$ cat src/hw/rtl/noise_gate_envelope_hysteresis_core_assert.svh
// assertion macros for the noise gate core
// expects clk and rst_n in the scope where a macro is used
`ifndef NOISE_GATE_ENVELOPE_HYSTERESIS_CORE_ASSERT_SVH
`define NOISE_GATE_ENVELOPE_HYSTERESIS_CORE_ASSERT_SVH

// same-cycle implication
`define NGEH_ASSERT_NOW(lbl, ante, cons, msg) \
  lbl: assert property (@(posedge clk) disable iff (!rst_n) (ante) |-> (cons)) \
    else $error(msg);

// next-cycle implication
`define NGEH_ASSERT_NEXT(lbl, ante, cons, msg) \
  lbl: assert property (@(posedge clk) disable iff (!rst_n) (ante) |=> (cons)) \
    else $error(msg);

`endif

$ cat src/hw/rtl/ngeh_pkg.sv
// types, register codes and reset values for the noise gate core
// no dependencies
package ngeh_pkg;

  localparam int SAMPLE_BITS   = 24;
  localparam int COEFF_BITS    = 16;
  localparam int GAIN_BITS     = COEFF_BITS + 1;
  localparam int NGEH_CHANNELS = 2;
  localparam int CFG_IDX_BITS  = 3;
  localparam int CFG_DATA_BITS = 32;

  typedef enum logic [CFG_IDX_BITS-1:0] {
    REG_ATTACK_COEFF    = 3'd0,
    REG_RELEASE_COEFF   = 3'd1,
    REG_OPEN_THRESHOLD  = 3'd2,
    REG_CLOSE_THRESHOLD = 3'd3,
    REG_CLOSED_GAIN     = 3'd4
  } ngeh_reg_t;

  localparam logic [COEFF_BITS-1:0]  ATTACK_RST  = COEFF_BITS'(6554);
  localparam logic [COEFF_BITS-1:0]  RELEASE_RST = COEFF_BITS'(66);
  localparam logic [SAMPLE_BITS-1:0] OPEN_RST    = SAMPLE_BITS'(83886);
  localparam logic [SAMPLE_BITS-1:0] CLOSE_RST   = SAMPLE_BITS'(41943);
  localparam logic [GAIN_BITS-1:0]   GAIN_RST    = GAIN_BITS'(6554);

  typedef struct packed {
    logic signed [SAMPLE_BITS-1:0] sample_in;
    logic                          channel;
  } ngeh_in_t;

  typedef struct packed {
    logic signed [SAMPLE_BITS-1:0] sample_out;
    logic                          gate_is_open;
  } ngeh_out_t;

endpackage

$ cat src/hw/rtl/noise_gate_envelope_hysteresis_core.sv
// noise gate with per-channel envelope follower and open/close hysteresis
// depends on ngeh_pkg and noise_gate_envelope_hysteresis_core_assert.svh
//
// usage:
//   in_valid/in_stall carry one beat per sample (signed sample and channel)
//   out_valid/out_stall carry one beat per result (gated sample, gate state)
//   cfg_valid/cfg_ready write one register per beat; cfg_ready is always high,
//   index 0 attack, 1 release, 2 open threshold, 3 close threshold,
//   4 closed gain; other indexes are ignored
// timing:
//   one beat per cycle sustained while out_stall is low; a result passes
//   through the input register, then envelope update and gain into the
//   output register. a channel's envelope is written back as its sample
//   moves on, so samples of the same channel may follow each other directly
// reset:
//   envelopes go to zero, all gates closed, registers to their defaults
// stall:
//   while out_stall holds a waiting result, one more sample is taken into
//   the input register; after that in_stall rises until the result leaves
module noise_gate_envelope_hysteresis_core #(
  parameter int CHANNELS = ngeh_pkg::NGEH_CHANNELS
) (
  input  logic                              clk,
  input  logic                              rst_n,
  input  logic                              in_valid,
  output logic                              in_stall,
  input  ngeh_pkg::ngeh_in_t                in_data,
  output logic                              out_valid,
  input  logic                              out_stall,
  output ngeh_pkg::ngeh_out_t               out_data,
  input  logic                              cfg_valid,
  output logic                              cfg_ready,
  input  logic [ngeh_pkg::CFG_IDX_BITS-1:0] cfg_index,
  input  logic [ngeh_pkg::CFG_DATA_BITS-1:0] cfg_data
);
  import ngeh_pkg::*;

  localparam int CH_IDX_BITS = (CHANNELS > 1) ? $clog2(CHANNELS) : 1;
  localparam int PROD_BITS   = GAIN_BITS + SAMPLE_BITS + 1;
  localparam int WIDE_BITS   = SAMPLE_BITS + 2;
  localparam logic signed [WIDE_BITS-1:0] SAT_MAX =
    WIDE_BITS'((64'sd1 <<< (SAMPLE_BITS - 1)) - 64'sd1);
  localparam logic signed [WIDE_BITS-1:0] SAT_MIN =
    WIDE_BITS'(-(64'sd1 <<< (SAMPLE_BITS - 1)));

  `include "noise_gate_envelope_hysteresis_core_assert.svh"

  logic [COEFF_BITS-1:0]  attack_r;
  logic [COEFF_BITS-1:0]  release_r;
  logic [SAMPLE_BITS-1:0] open_thr_r;
  logic [SAMPLE_BITS-1:0] close_thr_r;
  logic [GAIN_BITS-1:0]   gain_r;

  logic [SAMPLE_BITS-1:0] env_r  [CHANNELS];
  logic                   gate_r [CHANNELS];

  logic      stg_valid_r, stg_valid_nxt;
  ngeh_in_t  stg_data_r;
  logic      out_valid_r, out_valid_nxt;
  ngeh_out_t out_data_r, out_data_nxt;

  logic                          load;
  logic                          adv;
  logic                          in_range;
  logic [CH_IDX_BITS-1:0]        ch_idx;
  logic signed [SAMPLE_BITS-1:0] x;
  logic [SAMPLE_BITS-1:0]        env_cur;
  logic                          gate_cur;
  logic signed [SAMPLE_BITS:0]   x_ext;
  logic [SAMPLE_BITS-1:0]        mag;
  logic [COEFF_BITS-1:0]         coeff;
  logic signed [SAMPLE_BITS:0]   diff;
  logic signed [PROD_BITS-1:0]   env_prod;
  logic signed [WIDE_BITS-1:0]   env_sum;
  logic [SAMPLE_BITS-1:0]        env_nxt;
  logic                          gate_nxt;
  logic signed [PROD_BITS-1:0]   gain_prod;
  logic signed [WIDE_BITS-1:0]   gained;
  logic signed [SAMPLE_BITS-1:0] gained_sat;

  assign cfg_ready = 1'b1;
  assign in_stall  = stg_valid_r && out_valid_r && out_stall;
  assign load      = in_valid && !in_stall;
  assign adv       = stg_valid_r && !(out_valid_r && out_stall);
  assign out_valid = out_valid_r;
  assign out_data  = out_data_r;

  // configuration registers
  always_ff @(posedge clk) begin
    if (!rst_n) begin
      attack_r    <= ATTACK_RST;
      release_r   <= RELEASE_RST;
      open_thr_r  <= OPEN_RST;
      close_thr_r <= CLOSE_RST;
      gain_r      <= GAIN_RST;
    end else if (cfg_valid && cfg_ready) begin
      case (ngeh_reg_t'(cfg_index))
        REG_ATTACK_COEFF:    attack_r    <= cfg_data[COEFF_BITS-1:0];
        REG_RELEASE_COEFF:   release_r   <= cfg_data[COEFF_BITS-1:0];
        REG_OPEN_THRESHOLD:  open_thr_r  <= cfg_data[SAMPLE_BITS-1:0];
        REG_CLOSE_THRESHOLD: close_thr_r <= cfg_data[SAMPLE_BITS-1:0];
        REG_CLOSED_GAIN:     gain_r      <= cfg_data[GAIN_BITS-1:0];
        default: ;
      endcase
    end
  end

  // envelope update, hysteresis and gain
  always_comb begin
    x        = stg_data_r.sample_in;
    in_range = 32'(stg_data_r.channel) < 32'(CHANNELS);
    ch_idx   = CH_IDX_BITS'(stg_data_r.channel);
    env_cur  = env_r[ch_idx];
    gate_cur = gate_r[ch_idx];

    x_ext    = {x[SAMPLE_BITS-1], x};
    mag      = x[SAMPLE_BITS-1] ? SAMPLE_BITS'(-x_ext) : SAMPLE_BITS'(x_ext);
    coeff    = (mag > env_cur) ? attack_r : release_r;
    diff     = $signed({1'b0, mag}) - $signed({1'b0, env_cur});
    env_prod = $signed({1'b0, coeff}) * diff;
    env_sum  = $signed({2'b00, env_cur}) + env_prod[PROD_BITS-1:COEFF_BITS];
    env_nxt  = env_sum[SAMPLE_BITS-1:0];

    if (gate_cur) begin
      gate_nxt = !(env_nxt < close_thr_r);
    end else begin
      gate_nxt = env_nxt > open_thr_r;
    end

    gain_prod = $signed({1'b0, gain_r}) * x;
    gained    = gain_prod[PROD_BITS-1:COEFF_BITS];
    if (gained > SAT_MAX) begin
      gained_sat = SAT_MAX[SAMPLE_BITS-1:0];
    end else if (gained < SAT_MIN) begin
      gained_sat = SAT_MIN[SAMPLE_BITS-1:0];
    end else begin
      gained_sat = gained[SAMPLE_BITS-1:0];
    end

    if (!in_range) begin
      out_data_nxt.sample_out   = x;
      out_data_nxt.gate_is_open = 1'b0;
    end else begin
      out_data_nxt.sample_out   = gate_nxt ? x : gained_sat;
      out_data_nxt.gate_is_open = gate_nxt;
    end

    if (load) begin
      stg_valid_nxt = 1'b1;
    end else if (adv) begin
      stg_valid_nxt = 1'b0;
    end else begin
      stg_valid_nxt = stg_valid_r;
    end
    out_valid_nxt = adv || (out_valid_r && out_stall);
  end

  always_ff @(posedge clk) begin
    if (!rst_n) begin
      stg_valid_r <= 1'b0;
      out_valid_r <= 1'b0;
      for (int i = 0; i < CHANNELS; i++) begin
        env_r[i]  <= '0;
        gate_r[i] <= 1'b0;
      end
    end else begin
      stg_valid_r <= stg_valid_nxt;
      out_valid_r <= out_valid_nxt;
      if (adv && in_range) begin
        env_r[ch_idx]  <= env_nxt;
        gate_r[ch_idx] <= gate_nxt;
      end
    end
  end

  always_ff @(posedge clk) begin
    if (load) begin
      stg_data_r <= in_data;
    end
    if (adv) begin
      out_data_r <= out_data_nxt;
    end
  end

  `NGEH_ASSERT_NOW(a_stall_only_full, in_stall, stg_valid_r, "input stalled with empty stage")
  `NGEH_ASSERT_NEXT(a_adv_gives_beat, adv, out_valid_r, "advanced item produced no beat")
  `NGEH_ASSERT_NEXT(a_bad_ch_closed, adv && !in_range,
                    !out_data_r.gate_is_open, "bad channel open")
  `NGEH_ASSERT_NEXT(a_gate_matches, adv && in_range,
                    gate_r[$past(ch_idx)] == out_data_r.gate_is_open, "gate state mismatch")

endmodule

$ cat config.mk
export PLATFORM = sky130hd
export DESIGN_NAME = noise_gate_envelope_hysteresis_core
export DESIGN_NICKNAME = d
export VERILOG_FILES = /design/src/hw/rtl/ngeh_pkg.sv /design/src/hw/rtl/noise_gate_envelope_hysteresis_core.sv
export VERILOG_INCLUDE_DIRS = /design/src /design/src/hw/rtl
export SDC_FILE = /design/constraint.sdc
export NUM_CORES = 2
export LEC_CHECK = 0
export BUFFER_PORTS_ARGS = -buffer_cell sky130_fd_sc_hd__clkbuf_2
export CAP_MARGIN = 15
export CORE_MARGIN = 4
export CORE_UTILIZATION = 60
export CTS_BUF_LIST = sky130_fd_sc_hd__clkbuf_4
export DETAILED_ROUTE_END_ITERATION = 7
export PLACE_DENSITY = 0.84
export SYNTH_ARGS = -nofsm -noshare
export SYNTH_HDL_FRONTEND = slang
export SYNTH_SLANG_ARGS = --single-unit
$ cat constraint.sdc
create_clock -name clk -period 16.76 [get_ports clk]
set_clock_uncertainty 0.1 [all_clocks]
set_input_delay 2.514 -clock clk [delete_from_list [all_inputs] [get_ports clk]]
set_output_delay 2.514 -clock clk [all_outputs]
set_load 0.005 [all_outputs]
# Word-level counts from Yosys, hierarchy flattened
# Memories as Yosys holds them, arrays and structs flattened. A register that Yosys moved wholly into a read port is not among the register bits.
# Index checks and enable logic that the tools add are counted.
[word_totals]
ram_bits = 50
out_inout_bits = 28
mem_count = 2
inputBits = 65
ff_bits = 149
[mem_list]
columns = ["memory", "depth", "width", "read_ports", "rd_clocked_by_memory_dff", "write_ports", "line_no", "text"]
rows = [
  ["env_r", 2, 24, 1, 1, 2, "noise_gate_envelope_hysteresis_core.sv:54", "logic [SAMPLE_BITS-1:0] env_r [CHANNELS];"],
  ["gate_r", 2, 1, 1, 1, 2, "noise_gate_envelope_hysteresis_core.sv:55", "logic gate_r [CHANNELS];"],
]
[op_classes]
n_addsub = 3
magnitude_cmp = 5
n_eq_ne = 4
muxes = 20
n_mul = 2
n_reduce_logical = 18
[ops]
columns = ["op", "count"]
rows = [
  ["24-bit two-way mux", 5],
  ["24-bit > comparator", 2],
  ["18-bit by 24-bit multiplier with 42-bit output", 1],
  ["17-bit by 25-bit multiplier with 40-bit output", 1],
  ["26-bit by 24-bit > comparator with 1-bit output, second input constant", 1],
  ["26-bit by 24-bit < comparator with 1-bit output, second input constant", 1],
  ["24-bit by 24-bit subtractor with 25-bit output", 1],
  ["24-bit adder", 1],
  ["24-bit < comparator", 1],
  ["24-bit negation", 1],
  ["24-bit OR reduction", 1],
  ["16-bit two-way mux", 1],
  ["1-bit two-way mux", 14],
  ["2-bit AND reduction", 5],
  ["3-bit by 2-bit == test with 1-bit output, second input constant", 2],
  ["1-bit logical AND", 5],
  ["3-bit by 1-bit == test with 1-bit output, second input constant", 1],
  ["3-bit == test, second input constant", 1],
  ["1-bit zero test", 3],
  ["3-bit zero test", 1],
  ["2-bit nonzero test", 1],
  ["1-bit logical OR", 1],
  ["1-bit OR reduction", 1],
]

# Longest topological paths before layout
[logic_depth]
ltp_word = 10
depth_mapped = 66
mapped_depth_nobuf = 61

# Worst setup path after synthesis
# Ideal clock, no wire load.
[synth_path]
path_type = "reg2reg"
startpoint = "reg stg_data_r, in the netlist x[0]"
endpoint = "reg out_data_r, in the netlist out_data[9] (data pin)"
arrival_ps = 12810
setup_slack_ps = 3591
t_required_ps = 16401
setup_time_ps = 259
n_path_buf = 5
synth_period_minus_slack_ps = 13169
stages_incl_launch_ff = 64
path_cell_list = "edfxtp_1 > inv_1 > nand2_1 > or4_1 > nor2_1 > nand2_1 > o21ai_0 > xnor2_1 > ha_1 > clkbuf_1 > or4_1 > o211ai_1 > o221ai_4 > a221oi_2 > a41o_1 > buf_4 > buf_4 > mux2i_2 > [... 28 more ...] > a21boi_0 > o21ai_0 > nand2b_1 > xnor2_1 > inv_1 > ha_1 > a21o_1 > a21o_1 > a21o_1 > a21o_1 > a21o_1 > a21oi_1 > nor2b_1 > a2111o_1 > nand3_2 > o31a_2 > buf_4 > a21oi_1"
[synth_rtl]
columns = ["item", "line_no", "text"]
rows = [
  ["start, declared", "noise_gate_envelope_hysteresis_core.sv:58", "ngeh_in_t stg_data_r;"],
  ["start signal, assigned", "noise_gate_envelope_hysteresis_core.sv:178", "stg_data_r <= in_data;"],
  ["end signal, assigned", "noise_gate_envelope_hysteresis_core.sv:181", "out_data_r <= out_data_nxt;"],
  ["end, declared", "noise_gate_envelope_hysteresis_core.sv:60", "ngeh_out_t out_data_r, out_data_nxt;"],
]

==> metrics.txt <==
vias in the first global route=32,700; Synth Area in Simple Gates=15.0%; number of buffers added by the clock tree synthesis step=17; time the worst path needs with I/O delays and setup=15.80 ns; Initial Util=60.7%; largest cells by area after synthesis=sky130_fd_sc_hd__fa_1 40%, sky130_fd_sc_hd__inv_1 9.8%, sky130_fd_sc_hd__ha_1 9.3%; cell type of the slowest stage on the worst timing path=sky130_fd_sc_hd__edfxtp_1; required time reported for the critical path endpoint=17.16 ns; Unique masters post-synth=75; Synth area leader=sky130_fd_sc_hd__fa_1; total number of nets in the final design=5,512; most common cell in the netlist=sky130_fd_sc_hd__inv_1; number of buffers between clock root and the deepest sink=2; overall track demand over capacity in global routing=29.4%; Hold Crit Class=reg2reg; worst setup path class=reg2reg; Max-Cap Viols=0; slowest cell delay on critical path=0.69 ns; prevailing post-synth register cell=sky130_fd_sc_hd__dfxtp_1; RSZ-0062 raised after global routing=no; portion of netlist area occupied by mux cells=1.41%; via count normalized by instance count=5.67; slew at the pin with the worst max-slew slack=1.24 ns; fraction of the yosys area taken by sequential cells=12.7%; Post-Syn Area per Cell=8.92 um^2; Buffers on Ports=83; Avg WL per Cell=18.9 um; post-route setup TNS=0 ns; Final Hold Slack=0.378 ns; combined area of all synthesized cells=39,200 um^2; post-CTS clock slew at the launch and capture registers of the worst setup and hold paths=0.18 ns; GPL Wtd Cong=roughly 0.95; die width=264 um; share of async-settable or async-resettable flops after synthesis=0%; number of pins exceeding their max-slew limit in the final report=0; Post-CTS Hold Fix Bufs=0; number of setup violations in the final report=0; data arrival time of the critical path=around 16 ns; Post-Synthesis Net Count=between 5,000 and 6,000; total wire length=99,400 um; Top Ports=93; clock latency at the later pin of the worst-skew pair=0.68 ns; largest family of logic cells by synthesized area=adder cells; pin count of the biggest net entering global routing=75; Std-Cell Rows=93; wire length of the first global-routing pass=164,000 um; vias after detailed routing=between 20,000 and 30,000; half-perimeter wire length after detailed placement=77,100 um; maximum operating frequency=between 0.06 and 0.07 GHz; top cell type's share of synthesized area=between 30% and 40%; relative slew slack=between 10% and 20%; count of flip-flops with a built-in enable after synthesis=slightly below 100; Floorplan Core Area=about 65,000 um^2; number of instances in the synthesized netlist=4,397; CTS tree=yes; largest fanout of any net on the critical path=17; Area Growth Syn to Fin=4.13%; top cells by instance count after synthesis=1,021 x sky130_fd_sc_hd__inv_1, 778 x sky130_fd_sc_hd__fa_1, 745 x sky130_fd_sc_hd__nand2_1; Setup Fix Bufs, Post-CTS=0; maximum level of the CTS H-tree=4; crit path capture type=flop; Antenna Violating Nets Remaining=0; area share of fa/ha/maj cells after synthesis=49.0%; share of final-layout standard cells stronger than drive strength 1=5.42%; fraction of the mapped netlist area in compound gates=around 6.7%; XOR/XNOR Fraction of Synth Area=3.27%; Final Hold Fails=0; count of TritonRoute iterations in the first routing pass=6; status=complete, no violations; flip-flop and latch count after synthesis=200; total global routing overflow=0; yosys warns=0; First DRT Iteration DRCs=roughly 2,400; full die area=69,500 um^2; period utilisation layout=94.2%; clock root cell=sky130_fd_sc_hd__clkbuf_4; number of design rule violations left after detail routing=0; quantity of gates resized following cts=0; clk sink count=200; Die Height=264 um; Startpoint Class=flop; number of antenna violations at the first check in global routing=2
## state kept, by name (all words and copies together), names as in the netlist, named ones only
register	cells
env_r	48
out_data	25
close_thr_r	24
open_thr_r	24
x	24
gain_r	17
attack_r	16
release_r	16
gate_r	2
ch_idx	1
out_valid	1
stg_valid_r	1
## worst max-delay path: cells and delay by family (launching register included)
family | cells | cell delay, ns
compound gates | 20 | 4.78
flops | 1 | 0.69
xor+xnor | 2 | 0.59
buf+inv | 9 | 1.44
simple gates | 11 | 2.56
fa+ha+maj | 11 | 4.77
mux | 1 | 0.63
## layer usage
layer | global-route usage, % | up-vias | wire length (um)
met5 | 0 | - | 10
met4 | 12.0 | 2 | 4570
met3 | 6.28 | 351 | 10700
met2 | 49.6 | 1625 | 48000
met1 | 37.2 | 14700 | 36100
li1 | - | 13100 | -
## path summary, 6_finish.rpt
kind / startpoint / to / slack, ns / depth (start not counted)
worst max-delay path: x[0] / out_data[2] / 0.96 / 54
worst min-delay path: close_thr_r[21] / close_thr_r[21] / 0.38 / 2
worst max register to register: x[0] / out_data[2] / 0.96 / 54
worst min register to register: close_thr_r[21] / close_thr_r[21] / 0.38 / 2
## layout make-up
class / instances / area, um^2
timing repair buffer: 160 / 1030
fill: 5124 / 23700
multi-input combinational: 2977 / 29600
inverter: 1022 / 3840
antenna: 3 / 7.51
clock buffer: 17 / 128
sequential: 200 / 4980
tap: 855 / 1070
clock inverter: 15 / 175
## metrics by stage
stage	setup WS [ns]	area, um^2	util (%)	std cells
finish	0.964	40800	63.2	5249
global route	0.209	40800	63.2	5247
CTS	1.16	40800	63.1	5243
detailed placement	1.25	40500	62.7	5211
global placement	1.54	40500	62.7	5211
floorplan	3.59	39200	-	4397
## placed cells by master, fill, tap and decap left out, drive strengths merged, types with 16 or more instances in the layout
cell type     n
nor2b        36
o21ai        53
nor3         23
nand4        17
inv        1031
a21o         51
fa          778
o21a         22
xor2         44
nor2        210
buf          77
xnor2       100
nand2b       16
mux2         17
o211ai       25
dfxtp       102
edfxtp       98
clkbuf      100
ha          291
nand2       745
a21oi        98
a21boi       65
mux2i        31
nand3        43
and2        195
## cell families (layout without fill, tap and decap cells)
family                   after synthesis  after routing
AND/OR/NAND/NOR                     1331           1331
buffers and inverters               1220           1214
adder cells (fa/ha/maj)             1069           1069
AO/OA/AOI/OAI                        383            383
flip-flops                           200            200
XOR/XNOR                             145            145
multiplexers                          48             48
other                                  1              4
Power is not shown: default switching activity piles up to over one toggle a cycle in this logic, so the estimate is an artifact.
